<file path="config.mk">
export PLATFORM = sky130hd
export DESIGN_NAME = ifnb_result_buf
export DESIGN_NICKNAME = d
export VERILOG_FILES = /design/src/rtl/core/ifnb_pkg.sv /design/src/rtl/core/ifnb_result_buf.sv
export SDC_FILE = /design/constraint.sdc
export NUM_CORES = 1
export LEC_CHECK = 0
export BUFFER_PORTS_ARGS = -buffer_cell sky130_fd_sc_hd__buf_2
export CORE_MARGIN = 3
export CORE_UTILIZATION = 46
export DETAILED_ROUTE_END_ITERATION = 12
export PLACE_DENSITY = 0.87
export SLEW_MARGIN = 20
export SYNTH_ARGS = -nofsm -noshare
export SYNTH_HDL_FRONTEND = slang
export SYNTH_SLANG_ARGS = --single-unit
export TNS_END_PERCENT = 20
</file>
<file path="constraint.sdc">
create_clock -name i_clk -period 1.8 [get_ports i_clk]
set_input_delay 0.09 -clock i_clk [delete_from_list [all_inputs] [get_ports i_clk]]
set_output_delay 0.09 -clock i_clk [all_outputs]
set_load 0.02 [all_outputs]
</file>
<file path="src/rtl/core/ifnb_pkg.sv">
// ----------------------------------------------------------------------------
// ifnb_pkg
// Shared widths, reset values, register indexes and result types of the
// in-place four-neighbour blur unit.
// ----------------------------------------------------------------------------
`default_nettype none

package ifnb_pkg;

    localparam int PIX_W         = 24;
    localparam int CH_W          = 8;
    localparam int NUM_CH        = PIX_W / CH_W;
    localparam int WIDTH_W       = 11;
    localparam int HEIGHT_W      = 12;
    localparam int CFG_DATA_W    = 12;
    localparam int CFG_IDX_W     = 1;
    localparam int RES_MAX       = 3;
    localparam int RES_CNT_W     = 2;
    localparam int MAX_WIDTH_DEF = 1024;

    localparam logic [WIDTH_W-1:0]  WIDTH_RESET  = WIDTH_W'(640);
    localparam logic [HEIGHT_W-1:0] HEIGHT_RESET = HEIGHT_W'(480);

    typedef enum logic [CFG_IDX_W-1:0] {
        REG_WIDTH  = 1'b0,
        REG_HEIGHT = 1'b1
    } t_reg_index;

    // One output word with its side flags.
    typedef struct packed {
        logic [PIX_W-1:0] pixel;
        logic             last_of_run;
        logic             end_of_frame;
    } t_result;

    // All words caused by one input word, lowest index delivered first.
    typedef struct packed {
        logic [RES_CNT_W-1:0]      count;
        t_result [RES_MAX-1:0]     res;
    } t_batch;

endpackage

`default_nettype wire

</file>
<file path="src/rtl/core/ifnb_result_buf.sv">
// ----------------------------------------------------------------------------
// ifnb_result_buf
// Output register for up to three result words of one input word.
// Words leave one per cycle from entry zero while i_ready is high; the rest shift down.
// ----------------------------------------------------------------------------
`default_nettype none

module ifnb_result_buf import ifnb_pkg::*; (
    input  wire logic    i_clk,
    input  wire logic    i_rst_n,
    input  wire logic    i_load,
    input  wire t_batch  i_batch,
    output logic         o_space,
    output logic         o_valid,
    input  wire logic    i_ready,
    output t_result      o_result
);

    t_result [RES_MAX-1:0] r_res;
    t_result [RES_MAX-1:0] n_res;
    logic [RES_CNT_W-1:0]  r_cnt;
    logic [RES_CNT_W-1:0]  n_cnt;
    logic                  take;

    assign take    = (r_cnt != '0) && i_ready;
    assign o_space = (r_cnt == '0) || (take && (r_cnt == RES_CNT_W'(1)));

    always_comb begin
        n_res = r_res;
        n_cnt = r_cnt;
        if (i_load) begin
            n_res = i_batch.res;
            n_cnt = i_batch.count;
        end else if (take) begin
            for (int i = 0; i < RES_MAX - 1; i++) begin
                n_res[i] = r_res[i + 1];
            end
            n_cnt = r_cnt - RES_CNT_W'(1);
        end
    end

    always_ff @(posedge i_clk) begin
        if (!i_rst_n) begin
            r_cnt <= '0;
        end else begin
            r_cnt <= n_cnt;
        end
    end

    always_ff @(posedge i_clk) begin
        r_res <= n_res;
    end

    assign o_valid  = (r_cnt != '0);
    assign o_result = r_res[0];

`ifndef SYNTHESIS
    a_load_needs_space: assert property (@(posedge i_clk) disable iff (!i_rst_n)
        i_load |-> o_space)
        else $error("result buffer loaded while still holding words");

    a_run_continues: assert property (@(posedge i_clk) disable iff (!i_rst_n)
        (o_valid && i_ready && !o_result.last_of_run) |=> o_valid)
        else $error("run of result words broke off before its last word");

    a_eof_is_last: assert property (@(posedge i_clk) disable iff (!i_rst_n)
        (o_valid && o_result.end_of_frame) |-> o_result.last_of_run)
        else $error("end of frame word is not the last of its run");
`endif

endmodule

`default_nettype wire

</file>
**Word level (Yosys, flattened, before mapping)**

Index checks and enable logic that the tools add are counted.

- $add $sub $neg: 1
- Equality and inequality tests: 1
- Mux-type cells: 4
- Reduce and logical (&&, ||, !) cells: 6

Operators by type and width:

| cell | number |
|---|---|
| 52-bit two-way mux | 2 |
| 2-bit two-way mux | 2 |
| 2-bit nonzero test | 2 |
| 2-bit by 1-bit == test with 1-bit output (second input constant) | 1 |
| 1-bit logical AND | 2 |
| 2-bit zero test | 1 |
| 2-bit by 1-bit subtractor with 2-bit output (second input constant) | 1 |
| 1-bit logical OR | 1 |

- Register bits: 80
- Output and inout port bits: 28

**Longest topological paths before layout**

- Depth in word-level cells: 4
- Depth in mapped cells: 5
- Depth with buffers taken out: 5

**Worst setup path after synthesis**

Ideal clock, no wire load.

- Kind: reg2reg
- Start: register r_cnt[0]
- End: register r_res, in the netlist o_result[0] (enable)
- Library setup time: 0.387 ns
- Data arrival time: 1.523 ns
- Data required time: 1.413 ns
- Setup slack: -0.110 ns
- Stages on the path, launching flop included: 5
- Path buffers: 0
- Clock period less this slack: 1.910 ns
- Path through: dfxtp_1 > inv_1 > ha_1 > and2b_1 > or2_2

- Longest elaborated chain between the ends: 3

Ends and longest elaborated chain:

| element | RTL line | text |
|---|---|---|
| start: declaration | ifnb_result_buf.sv:21 | `logic [RES_CNT_W-1:0] r_cnt;` |
| start signal: assignment | ifnb_result_buf.sv:46 | `r_cnt <= n_cnt;` |
| 2-bit nonzero test | ifnb_result_buf.sv:25 | `assign take = (r_cnt != '0) && i_ready;` |
| 1-bit logical AND | ifnb_result_buf.sv:25 |  |
| 2-bit nonzero test (no line) | - |  |
| end signal: assignment | ifnb_result_buf.sv:51 | `r_res <= n_res;` |
| end: declaration | ifnb_result_buf.sv:19 | `t_result [RES_MAX-1:0] r_res;` |

No other way between the ends.
A chain may end at the register's enable or synchronous reset.

**Worst setup path after layout**

- Start: register r_cnt[0]
- End: register r_res[32] (netlist name) (enable)

The elaborated chain is that of the path after synthesis.

==> impl_metrics.tcl <==
set metrics [dict create \
    synth_largest_area_cell "edfxtp_1" \
    cts_resized 0 \
    post-place-ws_ps 254 \
    yosys_warnings 0 \
    drtPass1Iterations 5 \
    io_pins 112 \
    crit_arrival_ps 1590 \
    drv_slew 0 \
    drive_gt1_share_pct 59.9 \
    timing.final.crit_share_pct 86.5 \
    worst_ep_required_time_ps 1830 \
    status "finished clean" \
    synth.area.top_cells "edfxtp_1 66%, mux2_4 20%, buf_4 5.5%" \
    synth_nets 267 \
    hold_slack_ps 16.2 \
    max_slew_margin_pct 73.8 \
    fin_util_pct 61.1 \
    avgSynthCellArea_um2 19.7 \
    vias_per_cell 4.48 \
    grt_pass1_vias 1991 \
    path_class "register to register" \
    worstMarginPinSlew_ps 394 \
    drc 0 \
    seq_area_frac_synth_pct 66.9 \
    max_freq_mhz 642 \
    ff_latch_area_mm2 0.00238 \
    start_util_pct 48.3 \
    cts_tree "yes" \
    cts_sinks 80 \
    hold_viol_final 0 \
    die_y_um 94.0 \
    syn_area_mm2 0.00356 \
    pwr-share-comb_pct 14.9 \
    clkLatencyLatePin_ps 330 \
    power_switching_uw 913 \
    port_buffers 111 \
    yosys.cell_types.count 18 \
    p_int_uw 3230 \
    yosys.area.top_type_share_pct 65.8 \
    post-route-worst-setup-slack_ps 243 \
    hpwlAfterDp_um 4670 \
    cts_root_buffer "clkbuf_8" \
    groute.usage.overall_pct 14.6 \
    grt_pass1_wl_um 9440 \
    routed_wl_um 6360 \
    critPathCaptureType "register" \
    seq_power_share_pct 55.6 \
    core_mm2 0.00737 \
    drt-initial-drc-count 56 \
    nets 393 \
    switching_share_pct 22.0 \
    gp_congestion 0.787 \
    final_cell_mix "110 x buf_2, 78 x edfxtp_1, 48 x mux2_4" \
    antenna_found_initial 0 \
    irDropWorstVdd_v 0.000449 \
    grt_overflow 0 \
    maxCapViolations 0 \
    rsz0062_at_grt "false" \
    cts_buffer_depth 2 \
    dieArea_mm2 0.00883 \
    vias 1846 \
    period_needed_ps 1560 \
    die_width_um 94.0 \
    p_leak_uw 0.00195 \
    netlist_instances 181 \
    layout_commonest_cell "buf_2" \
    post_drt_wl_per_cell_um 15.4 \
    p_clk_share_pct 29.5 \
    min_path_type "input port to register" \
    cts_max_level 3 \
    power_density_mw_per_mm2 920 \
    ff2ff_setup_slack_ps 240 \
    area_growth_pct 26.5 \
    clock_skew_ps 6.99 \
    synth_seq_cells 80 \
    cts_made_buffers 9 \
    fin_tns_setup_ps 0 \
    antenna_left 0 \
    num_rows 31 \
    critPathLaunchType "register" \
    clk_pin_slew_ps 80 \
    worstPathMaxFanout 30 \
    fillCellCount 555 \
    setup_viol 0 \
    grt_max_degree 31 \
    multiInputGateArea_um2 860 \
    total_power_uw 4140 \
]
==> kinds of logic (layout without fill, tap and decap cells) <==
group | count (synthesis) | in the layout | synth area share, %
XOR/XNOR | 1 | 1 | 0.246
buffers and inverters | 36 | 167 | 9.03
flip-flops | 80 | 80 | 66.9
other | 0 | 1 | 0
AND/OR/NAND/NOR | 6 | 6 | 0.914
AO/OA/AOI/OAI | 4 | 4 | 0.703
multiplexers | 52 | 52 | 21.5
adder cells (fa/ha/maj) | 2 | 2 | 0.703
==> per-layer routing <==
layer	global-route usage [%]	vias to the layer above	part of all wire [%]
li1	-	903	-
met1	15.2	879	36
met2	27.2	54	58
met3	2.96	10	4.7
met4	7.94	0	1.7
met5	0	-	0
==> flip-flops by register name, summed over array words and instances (netlist names) <==
signal	flops
r_res	52
o_result	26
r_cnt	2
==> per-stage QoR <==
step / cell area (µm²) / std cells
2_1_floorplan: 3560 / 181
3_3_place_gp: 4040 / 368
3_5_place_dp: 4040 / 368
4_1_cts: 4500 / 411
5_1_grt: 4500 / 411
6_report: 4500 / 412
==> synthesized netlist by cell type <==
cell / instances
nand2_1: 3
o211ai_1: 1
ha_1: 2
mux2_2: 4
buf_12: 5
o21ai_0: 1
nand3b_1: 1
edfxtp_1: 78
buf_6: 1
a21boi_0: 1
and2b_1: 1
a21oi_1: 1
xnor2_1: 1
or2_2: 1
dfxtp_1: 2
buf_4: 26
mux2_4: 48
inv_1: 4
==> timing repair <==
item / in CTS / in global routing
buffers inserted: 0 / 0
endpoints found under the hold margin: 28 / 0
setup endpoints to repair: 0 / 0
hold buffers: 27 / 0
==> cell type report <==
| class | instances | share of cell area [%] |
|---|---|---|
| Sequential cell | 80 | 52.9 |
| Timing Repair Buffer | 147 | 20.7 |
| Multi-Input combinational cell | 65 | 19.1 |
| Clock buffer | 10 | 2.83 |
| Tap cell | 99 | 2.75 |
| Clock inverter | 6 | 1.33 |
| Inverter | 4 | 0.333 |
| Antenna cell | 1 | 0.0556 |
==> critical path: stages (launching register included) <==
cell,delay (ps)
dfxtp_1,370
inv_1,60
ha_1,210
and2b_1,250
or2_4,170
buf_12,190
==> final timing paths <==
check	from	to	cells past startpoint
worst max-delay path	r_cnt[0]	r_res[32]	5
worst max register to register	r_cnt[0]	r_res[32]	5
worst min-delay path	i_batch[79]	r_cnt[1]	3
worst min register to register	r_res[26]	o_result[0]	1
==> power groups by stage <==
| stage | Sequential, µW | Clock (µW) | Combinational [µW] |
|---|---|---|---|
| 6_report | 2300 | 1220 | 616 |
| 5_1_grt | 2320 | 1350 | 658 |
| 4_1_cts | 2310 | 1250 | 623 |
| 3_5_place_dp | 2350 | 0 | 576 |
| 3_3_place_gp | 2340 | 0 | 554 |
| 2_1_floorplan | 2330 | 0 | 445 |
Power figures use the tool's default switching activity.
